===== src/sv/shared_exponent_triple_codec_core_defines.svh =====
// Assertion macros shared by the shared-exponent codec RTL.
`ifndef SHARED_EXPONENT_TRIPLE_CODEC_CORE_DEFINES_SVH
`define SHARED_EXPONENT_TRIPLE_CODEC_CORE_DEFINES_SVH

// Same-cycle implication, checked outside of reset.
`define SETC_ASSERT_IMPL(label, clk, rst_n, ante, cons) \
    label: assert property (@(posedge clk) disable iff (!rst_n) (ante) |-> (cons)) \
        else $error("assertion failed: label");

// Next-cycle implication, checked outside of reset.
`define SETC_ASSERT_NEXT(label, clk, rst_n, ante, cons) \
    label: assert property (@(posedge clk) disable iff (!rst_n) (ante) |=> (cons)) \
        else $error("assertion failed: label");

`endif


===== src/sv/setc_pkg.sv =====
// Package with the shared types and constants of the shared-exponent codec.
package setc_pkg;

    // Request type codes.
    localparam logic REQ_ENCODE = 1'b0;
    localparam logic REQ_DECODE = 1'b1;

    // Bit pattern of 1e-9 in single precision; positive floats order like integers.
    localparam logic [31:0] ENC_THRESHOLD_BITS = 32'h3089_705F;

    // Payload of one request.
    typedef struct packed {
        logic        req_type;
        logic [31:0] x_bits;
        logic [31:0] y_bits;
        logic [31:0] z_bits;
        logic [31:0] packed_word;
    } setc_req_t;

    // Payload of one result.
    typedef struct packed {
        logic [31:0] packed_out;
        logic [31:0] x_out;
        logic [31:0] y_out;
        logic [31:0] z_out;
    } setc_rsp_t;

endpackage


===== src/sv/setc_if.sv =====
// Handshake interfaces for the request and result channels of the codec.
interface setc_req_if;
    logic        valid;
    logic        ready;
    logic        req_type;
    logic [31:0] x_bits;
    logic [31:0] y_bits;
    logic [31:0] z_bits;
    logic [31:0] packed_word;

    modport source (output valid, output req_type, output x_bits, output y_bits,
                    output z_bits, output packed_word, input ready);
    modport sink (input valid, input req_type, input x_bits, input y_bits,
                  input z_bits, input packed_word, output ready);
endinterface

interface setc_rsp_if;
    logic        valid;
    logic        ready;
    logic [31:0] packed_out;
    logic [31:0] x_out;
    logic [31:0] y_out;
    logic [31:0] z_out;

    modport source (output valid, output packed_out, output x_out, output y_out,
                    output z_out, input ready);
    modport sink (input valid, input packed_out, input x_out, input y_out,
                  input z_out, output ready);
endinterface


===== src/sv/shared_exponent_triple_codec_core.sv =====
// Shared-exponent codec: three singles to and from one 32-bit word, one request per clock;
// each request passes an input register, the encode/decode logic and a result register, so
// its result is presented from the result register, and a new request is taken every
// cycle that the result side does not stall.
`include "shared_exponent_triple_codec_core_defines.svh"

module shared_exponent_triple_codec_core (
    input logic     clk,
    input logic     rst_n,
    setc_req_if.sink   in_req,
    setc_rsp_if.source out_rsp
);
    import setc_pkg::*;

    logic      s1_valid_reg;
    logic      s1_valid_next;
    setc_req_t s1_req_reg;
    logic      out_valid_reg;
    logic      out_valid_next;
    setc_rsp_t out_rsp_reg;
    setc_rsp_t rsp_c;
    logic      out_free;
    logic      s1_adv;
    logic      in_take;

    // Stage handshakes: a stage takes a request when it is empty or draining.
    assign out_free     = !out_valid_reg || out_rsp.ready;
    assign s1_adv       = s1_valid_reg && out_free;
    assign in_req.ready = !s1_valid_reg || out_free;
    assign in_take      = in_req.valid && in_req.ready;

    assign s1_valid_next  = in_take || (s1_valid_reg && !s1_adv);
    assign out_valid_next = s1_adv || (out_valid_reg && !out_rsp.ready);

    // Datapath between the two registers.
    setc_codec u_codec (
        .req (s1_req_reg),
        .rsp (rsp_c)
    );

    // Control state.
    always_ff @(posedge clk or negedge rst_n)
    begin
        if (!rst_n)
        begin
            s1_valid_reg  <= 1'b0;
            out_valid_reg <= 1'b0;
        end
        else
        begin
            s1_valid_reg  <= s1_valid_next;
            out_valid_reg <= out_valid_next;
        end
    end

    // Payload registers.
    always_ff @(posedge clk)
    begin
        if (in_take)
        begin
            s1_req_reg.req_type    <= in_req.req_type;
            s1_req_reg.x_bits      <= in_req.x_bits;
            s1_req_reg.y_bits      <= in_req.y_bits;
            s1_req_reg.z_bits      <= in_req.z_bits;
            s1_req_reg.packed_word <= in_req.packed_word;
        end
        if (s1_adv)
            out_rsp_reg <= rsp_c;
    end

    assign out_rsp.valid      = out_valid_reg;
    assign out_rsp.packed_out = out_rsp_reg.packed_out;
    assign out_rsp.x_out      = out_rsp_reg.x_out;
    assign out_rsp.y_out      = out_rsp_reg.y_out;
    assign out_rsp.z_out      = out_rsp_reg.z_out;

    // A full pipeline with a stalled result must refuse new requests.
    `SETC_ASSERT_IMPL(a_full_stall, clk, rst_n, s1_valid_reg && out_valid_reg && !out_rsp.ready, !in_req.ready)
    // A decode request leaves the encoded word at zero.
    `SETC_ASSERT_NEXT(a_dec_word_zero, clk, rst_n, s1_adv && s1_req_reg.req_type == REQ_DECODE, out_rsp.packed_out == 32'd0)
    // An encode request leaves the decoded x and z values at zero.
    `SETC_ASSERT_NEXT(a_enc_vals_zero, clk, rst_n, s1_adv && s1_req_reg.req_type == REQ_ENCODE, out_rsp.x_out == 32'd0 && out_rsp.z_out == 32'd0)

endmodule


===== src/sv/setc_codec.sv =====
// Combinational encode and decode datapath between the input and result registers.
module setc_codec (
    input  setc_pkg::setc_req_t req,
    output setc_pkg::setc_rsp_t rsp
);
    import setc_pkg::*;

    // Negative values and NaN become positive zero.
    function automatic logic [31:0] clamp_pos(input logic [31:0] b);
        logic [31:0] r;
        r = b;
        if (b[31])
            r = 32'd0;
        else if (b[30:23] == 8'hFF && b[22:0] != 23'd0)
            r = 32'd0;
        return r;
    endfunction

    // floor(v * 2^(134 - e)) for the largest value's biased exponent e.
    function automatic logic [7:0] enc_byte(input logic [31:0] b, input logic [7:0] big_exp);
        logic [7:0]  ex;
        logic [23:0] sig;
        logic [7:0]  diff;
        logic [4:0]  sh;
        logic [23:0] shifted;
        ex  = b[30:23];
        sig = {1'b1, b[22:0]};
        if (ex == 8'd0)
        begin
            ex  = 8'd1;
            sig = {1'b0, b[22:0]};
        end
        diff    = big_exp - ex;
        sh      = diff[4:0] + 5'd16;
        shifted = sig >> sh;
        if (diff > 8'd15)
            return 8'd0;
        return shifted[7:0];
    endfunction

    // Single bits of (byte + 0.5) * 2^(e - 136), e nonzero.
    function automatic logic [31:0] dec_value(input logic [7:0] mbyte, input logic [7:0] e);
        logic [8:0]         n;
        logic [3:0]         p;
        logic signed [10:0] bexp;
        logic [31:0]        wide;
        logic [4:0]         sh;
        n = {mbyte, 1'b1};
        p = 4'd0;
        for (int i = 1; i < 9; i++)
        begin
            if (n[i])
                p = 4'(i);
        end
        bexp = $signed({7'b0, p}) + $signed({3'b0, e}) - 11'sd10;
        if (bexp >= 11'sd1)
        begin
            wide = {23'd0, n} << (5'd23 - {1'b0, p});
            return {1'b0, bexp[7:0], wide[22:0]};
        end
        // Subnormal result: only reached for small exponents.
        sh = e[4:0] + 5'd12;
        return {23'd0, n} << sh;
    endfunction

    logic [31:0] x_c;
    logic [31:0] y_c;
    logic [31:0] z_c;
    logic [31:0] big;
    logic [7:0]  big_exp;
    logic [31:0] enc_word;
    logic [7:0]  dec_exp;

    // Encode: clamp, pick the largest, scale each byte by the largest's exponent.
    always_comb
    begin
        x_c = clamp_pos(req.x_bits);
        y_c = clamp_pos(req.y_bits);
        z_c = clamp_pos(req.z_bits);
        big = x_c;
        if (y_c > big)
            big = y_c;
        if (z_c > big)
            big = z_c;
        big_exp = big[30:23];
        if (big < ENC_THRESHOLD_BITS)
            enc_word = 32'd0;
        else if (big_exp >= 8'd254)
            enc_word = 32'hFFFF_FFFF;
        else
            enc_word = {enc_byte(x_c, big_exp), enc_byte(y_c, big_exp),
                        enc_byte(z_c, big_exp), big_exp + 8'd2};
    end

    // Decode or encode result, with the unused fields held at zero.
    always_comb
    begin
        dec_exp = req.packed_word[7:0];
        rsp     = '0;
        unique case (req.req_type)
            REQ_ENCODE:
            begin
                rsp.packed_out = enc_word;
            end
            REQ_DECODE:
            begin
                if (dec_exp != 8'd0)
                begin
                    rsp.x_out = dec_value(req.packed_word[31:24], dec_exp);
                    rsp.y_out = dec_value(req.packed_word[23:16], dec_exp);
                    rsp.z_out = dec_value(req.packed_word[15:8], dec_exp);
                end
            end
            default:
            begin
                rsp = '0;
            end
        endcase
    end

endmodule

===== src/flat_wrapper.sv =====
// flat-port wrapper written by rule: the top's interface ports become plain ports
module shared_exponent_triple_codec_core_flat import setc_pkg::*;
  (clk, rst_n, in_req_valid, in_req_req_type, in_req_x_bits, in_req_y_bits, in_req_z_bits, in_req_packed_word, in_req_ready, out_rsp_valid, out_rsp_packed_out, out_rsp_x_out, out_rsp_y_out, out_rsp_z_out, out_rsp_ready);
  setc_req_if in_req_i ();
  setc_rsp_if out_rsp_i ();
  input logic clk;
  input logic rst_n;
  input wire logic [$bits(in_req_i.valid)-1:0] in_req_valid;
  input wire logic [$bits(in_req_i.req_type)-1:0] in_req_req_type;
  input wire logic [$bits(in_req_i.x_bits)-1:0] in_req_x_bits;
  input wire logic [$bits(in_req_i.y_bits)-1:0] in_req_y_bits;
  input wire logic [$bits(in_req_i.z_bits)-1:0] in_req_z_bits;
  input wire logic [$bits(in_req_i.packed_word)-1:0] in_req_packed_word;
  output wire logic [$bits(in_req_i.ready)-1:0] in_req_ready;
  output wire logic [$bits(out_rsp_i.valid)-1:0] out_rsp_valid;
  output wire logic [$bits(out_rsp_i.packed_out)-1:0] out_rsp_packed_out;
  output wire logic [$bits(out_rsp_i.x_out)-1:0] out_rsp_x_out;
  output wire logic [$bits(out_rsp_i.y_out)-1:0] out_rsp_y_out;
  output wire logic [$bits(out_rsp_i.z_out)-1:0] out_rsp_z_out;
  input wire logic [$bits(out_rsp_i.ready)-1:0] out_rsp_ready;
  assign in_req_i.valid = in_req_valid;
  assign in_req_i.req_type = in_req_req_type;
  assign in_req_i.x_bits = in_req_x_bits;
  assign in_req_i.y_bits = in_req_y_bits;
  assign in_req_i.z_bits = in_req_z_bits;
  assign in_req_i.packed_word = in_req_packed_word;
  assign in_req_ready = in_req_i.ready;
  assign out_rsp_valid = out_rsp_i.valid;
  assign out_rsp_packed_out = out_rsp_i.packed_out;
  assign out_rsp_x_out = out_rsp_i.x_out;
  assign out_rsp_y_out = out_rsp_i.y_out;
  assign out_rsp_z_out = out_rsp_i.z_out;
  assign out_rsp_i.ready = out_rsp_ready;
  shared_exponent_triple_codec_core u_core (.clk(clk), .rst_n(rst_n), .in_req(in_req_i), .out_rsp(out_rsp_i));
endmodule

===== config.mk =====
export PLATFORM = sky130hd
export DESIGN_NAME = shared_exponent_triple_codec_core_flat
export DESIGN_NICKNAME = d
export VERILOG_FILES = /design/src/sv/setc_pkg.sv /design/src/sv/setc_if.sv /design/src/sv/shared_exponent_triple_codec_core.sv /design/src/sv/setc_codec.sv /design/src/flat_wrapper.sv
export VERILOG_INCLUDE_DIRS = /design/src /design/src/sv
export SDC_FILE = /design/constraint.sdc
export NUM_CORES = 1
export LEC_CHECK = 0
export BUFFER_PORTS_ARGS = -buffer_cell sky130_fd_sc_hd__buf_4
export CAP_MARGIN = 30
export CORE_UTILIZATION = 40
export CTS_CLUSTER_SIZE = 28
export DETAILED_ROUTE_END_ITERATION = 16
export PLACE_DENSITY = 0.57
export SYNTH_ARGS = -nofsm -noshare
export SYNTH_HDL_FRONTEND = slang
export SYNTH_SLANG_ARGS = --single-unit
export TNS_END_PERCENT = 20

===== constraint.sdc =====
create_clock -name clk -period 12.7 [get_ports clk]
set_input_delay 0 -clock clk [delete_from_list [all_inputs] [get_ports clk]]
set_output_delay 0 -clock clk [all_outputs]
set_load 0.1 [all_outputs]

Word level (Yosys, flattened, before mapping)
Cells that the tools add are included.
- register bits: 259
- ROM bits: 0
- logic and storage cells: 161
- latch bits: 0
- memories: 0
- output and inout bits: 130
- memory bits (writable): 0
- bits of input ports: 133
- multiplexer cells: 87
- eq/ne operators: 3
- bitwise gates (word level): 0
- order comparisons: 10
- divide/modulo/power cells: 0
- reduce and logical (&&, ||, !) cells: 24
- $add $sub $neg: 17
- shift-type cells: 9
- $mul: 0
- operators by type and width (operator ; count):
    2-to-1 mux 32 bit ; 9
    2-to-1 mux 24 bit ; 9
    2-to-1 mux 31 bit ; 6
    2-to-1 mux 8 bit ; 15
    2-to-1 mux 4 bit ; 27
    left shift 9 x 5 -> 32 bit ; 3
    >> shifter 24 x 5 -> 8 bit ; 3
    nonzero test 23 bit ; 3
    left shift 9 x 5 -> 23 bit ; 3
    greater-than comparator 32 bit ; 2
    < comparator 32 x 30 -> 1 bit, second input constant ; 1
    greater-or-equal comparator 10 x 2 -> 1 bit, second input constant ; 3
    subtractor 9 x 4 -> 10 bit, second input constant ; 3
    adder 4 x 8 -> 9 bit ; 3
    == test 8 bit, second input constant ; 3
    greater-than comparator 8 x 4 -> 1 bit, second input constant ; 3
    logical NOT 8 bit ; 3
    subtractor 8 bit ; 3
    2-to-1 mux 1 bit ; 21
    adder 5 bit, second input constant ; 3
    subtractor 5 x 4 -> 5 bit, first input constant ; 3
    adder 8 x 2 -> 8 bit, second input constant ; 1
    greater-or-equal comparator 8 bit, second input constant ; 1
    nonzero test 8 bit ; 1
    6 further kinds ; 18

Depth between registers and ports, before layout
- depth in word-level cells: 18
- mapped depth: 42
- gate-level depth less buffers: 33

Modules after synthesis
A second synthesis with hierarchy kept.
- cell total of the unflattened synthesis: 1913
- area total of the unflattened synthesis: 18705.4 um^2
- by module, submodules not included (module ; times used ; cells each ; sequential area each (um^2) ; area an instance (um^2)):
    setc_codec ; 1 ; 1648 ; 0.0 ; 10884.2
    shared_exponent_triple_codec_core ; 1 ; 265 ; 7767.4 ; 7821.3

Worst setup path before layout
Ideal clock, no wire load.
- path kind: flip-flop to flip-flop
- start: register u_core.s1_req_reg[116] (netlist bit)
- end: register u_core.out_rsp_reg (netlist bit u_core.out_rsp.packed_out[9]) (data pin)
- buffers on the path: 8
- data required time: 12.427 ns
- setup slack: 2.530 ns
- library setup time: 0.273 ns
- arrival time: 9.897 ns
- stages on the path, launching flop included: 37
- period minus slack after synthesis: 10.170 ns
- cells stage by stage: edfxtp_1 > nor3_1 > nand3_1 > o31ai_2 > and2_1 > clkbuf_1 > clkbuf_1 > clkbuf_1 > buf_1 > buf_1 > nand2_1 > ha_1 > nand2_1 > nor3_1 > a2111oi_0 > a31oi_1 > nor2_2 > clkbuf_1 > clkbuf_1 > a31oi_1 > ha_1 > a21oi_1 > o21ai_1 > a221o_1 > o31a_1 > nor2_1 > clkbuf_1 > mux2_2 > ha_1 > inv_1 > fa_1 > xor2_1 > mux4_2 > mux4_2 > a22oi_1 > or3_1 > a211oi_2
- word-level cells in the longest chain between the ends: 15
- elaborated cells on any way between the ends: 20
- those cells by class: add/sub (2); order compare (5); shift (1); mux (9); reduce/logical (3)
- RTL lines (item ; line ; RTL):
    start: declaration ; shared_exponent_triple_codec_core.sv:17 ; setc_req_t s1_req_reg;
    nonzero test 23 bit ; setc_codec.sv:14 ; else if (b[30:23] == 8'hFF && b[22:0] != 23'd0)
    logical AND 1 bit ; setc_codec.sv:14 ;
    2-to-1 mux 31 bit (*) ; setc_codec.sv:14 ;
    2-to-1 mux 31 bit (*) ; setc_codec.sv:12 ; if (b[31])
    greater-than comparator 32 bit ; setc_codec.sv:81 ; if (y_c > big)
    2-to-1 mux 32 bit (*) ; setc_codec.sv:81 ;
    greater-than comparator 32 bit ; setc_codec.sv:83 ; if (z_c > big)
    2-to-1 mux 32 bit (*) ; setc_codec.sv:83 ;
    parallel branches: the longest is 7 deep, another holds subtractor 8 bit ; - ;
    end signal: assignment ; shared_exponent_triple_codec_core.sv:68 ; out_rsp_reg <= rsp_c;
    end: declaration ; shared_exponent_triple_codec_core.sv:20 ; setc_rsp_t out_rsp_reg;
Every way passes the cells marked *. The select of a mux whose other input is x is not followed.
A chain may end at the register's enable or synchronous reset.

Worst setup path after layout
Ends and elaborated chain as after synthesis.

==> results by group <==
Outcome
  • Status: finished, final reports clean

Yosys
  • Syn Area/Cell: between 9 and 10 µm²
  • Synth Cell Area: roughly 0.018 mm²
  • Seq/Total Area, Yosys: 0.434
  • Synthesized Nets: 2093
  • Netlist cell types: slightly below 80
  • Synthesized instance count: between 1500 and 2000
  • Post-synth EDFFs: about 260
  • Number of synthesized register bits: between 200 and 300
  • Yosys Warn Count: 0
  • Synth Flop Type: edfxtp_1
  • Async S/R FF share, synth: 0.00772

Drt
  • Routed vias: 16028
  • Wire per inst: about 22 µm
  • Routed wire length: between 60 and 70 mm
  • Drt pass-1 iters: 6
  • Via/cell ratio: 5.74
  • Residual DRC: 0
  • Starting DRC count in detailed routing: 1566
  • Final ANT Viol Nets: 0

Hold path
  • Hold crit path type: primary input to flip-flop

Die
  • Die height: about 210 µm
  • Die Span X: 213 µm
  • Die area: 0.0456 mm²
  • I/O pins: between 200 and 300
  • Row Count: 77
  • Initial core utilization: 0.405
  • Core area: about 0.044 mm²

Power and ir drop
  • Pwr dens: 146 mW/mm²
  • Lkg Pwr: around 9.1 nW
  • VDD IR-drop max: 95.8 µV
  • Overall Power: about 3.3 mW

Global routing
  • Initial antenna violation count: 0
  • Gr ovfl total: 0
  • Tot GR Track Use: 0.261
  • Number of global-route vias before repair: between 15000 and 20000
  • Largest net degree at the start of global routing: 84
  • First-pass GRT wire length: 90.1 mm

STA
  • Worst slew pin tran: 0.956 ns
  • Max-slew headroom at the worst pin: 0.361
  • Final Hold Fails: 0
  • Final Cycle Share: 0.820
  • RSZ-0062 raised after global routing: false
  • Setup tns final: 0 ns
  • Max Clock Skew: 0.0275 ns
  • Max Clk Rate: 0.0960 GHz
  • Fin. max-slew vios: 0
  • Fin crit period: about 10 ns
  • Setup Viol. Count Final: 0

Clock tree
  • Worst-path clk slew: 0.07 ns
  • Post-CTS Setup Repair Bufs: 0
  • Worst skew pair latency: around 0.57 ns
  • Num CTS Buffers: 30
  • H-tree Lvls: 1
  • Clock sink count: about 260
  • Clk root buf: clkbuf_16
  • Clock Tree Buf Depth: 3
  • CTS tree: done
  • Post-cts resize count: 0

Worst setup path
  • CP startpoint kind: flip-flop
  • Critical Path AT: 10.69 ns
  • CP Max Fanout: 28
  • CP peak stage delay: roughly 0.69 ns
  • CP Class: flip-flop to flip-flop
  • Most Frequent Cell on Critical Path: buf_4
  • CP max stage cell: a31oi_2
  • Kind of end point of the critical path: flip-flop
  • Worst EP required: 12.98 ns

Cells and area
  • Cell Count, Final, Fillers Out: approximately 2800
  • Share of cells above drive strength 1: 0.181
  • Syn-to-layout area delta: 27.4%
  • Largest register FFs: roughly 130
  • Final-stage net count: between 2000 and 2500
  • N_diodes: 0
  • Layout fillers: 4100

Place
  • Number of I/O port buffers: 262
  • GPL Wtd Cong: approximately 0.94
  • Post-DP HPWL: ~46 mm
  • DP Cell Count: 2599

Flow run
  • Max Cap Violations: 0
[where the power goes]
part / switching (mW) / internal [mW] / leakage, nW / total, mW
clock: 0.355 / 0.487 / 0.462 / 0.842
sequential: 0.0540 / 1.02 / 2.55 / 1.08
combinational: 0.920 / 0.496 / 6.08 / 1.42
total: 1.33 / 2.01 / 9.08 / 3.34
[metrics by stage]
stage	setup WS [ns]	utilization	area (µm²)	hold WS, ns
global placement	2.10	0.461	20400	-0.217
global route	1.67	0.516	22800	0.124
CTS	2.04	0.514	22700	0.105
finish	2.29	0.516	22800	0.134
floorplan	2.53	-	17900	-0.296
detailed placement	2.10	0.462	20400	-0.215
[routing by layer]
| metal | global-route usage | vias to the layer above | routed length [µm] |
|---|---|---|---|
| met1 | 0.409 | 7653 | 29400 |
| met5 | 0 | - | 0 |
| met3 | 0.0417 | 71 | 4650 |
| li1 | - | 7629 | - |
| met4 | 0.0564 | 0 | 1240 |
| met2 | 0.373 | 675 | 25100 |
[cell usage in the layout (no fill, tap or decap), types with 64 or more instances in the layout]
cell type	count
a21oi_1	127
nand2_1	154
ha_1	117
inv_1	80
nand3_1	72
nor2_1	152
buf_4	288
o21ai_0	107
mux2i_1	64
edfxtp_1	257
dlygate4sd3_1	134
[critical path, delay by kind of cell (launching register included)]
family / cells / cell delay [ns]
AND/OR/NAND/NOR: 12 / 2.72
AO/OA/AOI/OAI: 6 / 2.54
multiplexers: 3 / 1.40
buffers and inverters: 5 / 1.26
adder cells (fa/ha/maj): 3 / 1.05
XOR/XNOR: 1 / 0.68
flip-flops: 1 / 0.43
[cell usage after synthesis, types with 20 or more instances]
library cell	count	area, µm²
a31oi_1	30	188
edfxtp_1	257	7720
nor4_1	30	188
clkbuf_1	99	372
mux2_2	23	259
and2_1	43	269
o31a_1	20	175
ha_1	117	1460
nand2_1	154	578
nor3_1	55	275
nand3_1	72	360
a21oi_1	127	636
a211oi_1	29	218
a22oi_1	22	165
nor2b_1	20	125
a21o_1	22	165
nor2_1	152	571
o21ai_0	107	536
inv_1	80	300
mux2i_1	64	641
o31ai_1	28	210
nand4_1	25	156
xnor2_1	21	184
[timing repair]
item,in CTS,in global routing
endpoints found under the setup margin,0,0
endpoints found under the hold margin,133,0
hold buffers,134,0
[worst paths after layout]
kind / cells after the start / from / slack (ns) / endpoint
min in group asynchronous: 3 / rst_n / 0.34 / u_core.out_rsp.valid
max in group asynchronous: 3 / rst_n / 12.23 / u_core.s1_valid_reg
setup / recovery: 30 / u_core.s1_req_reg[116] / 2.29 / u_core.out_rsp.packed_out[9]
hold / removal: 2 / in_req_x_bits[10] / 0.13 / u_core.s1_req_reg[106]
setup reg to reg: 30 / u_core.s1_req_reg[116] / 2.29 / u_core.out_rsp.packed_out[9]
hold reg to reg: 1 / u_core.s1_valid_reg / 0.52 / u_core.out_rsp.valid
[cell families (layout without fill, tap and decap cells)]
| family | count (synthesis) | after routing | synth area share |
|---|---|---|---|
| muxes | 103 | 103 | 0.0704 |
| DFF | 259 | 259 | 0.434 |
| xor gates and xnor gates | 34 | 34 | 0.0166 |
| and+or+nand+nor | 610 | 610 | 0.164 |
| AOI/OAI and AO/OA | 508 | 508 | 0.184 |
| buffers and inverters | 200 | 562 | 0.0425 |
| adders and majority gates | 123 | 123 | 0.0885 |
[final cells by class]
cell class / instances / area (µm²) / share of cell area
clock buffer: 37 / 798 / 0.0350
clock inverter: 16 / 150 / 0.00659
inverter: 81 / 304 / 0.0133
multi-input combinational: 1378 / 9390 / 0.412
sequential: 259 / 7770 / 0.341
tap: 592 / 741 / 0.0325
timing repair buffer: 428 / 3630 / 0.159
No activity file was read; power rests on OpenSTA's default activity.
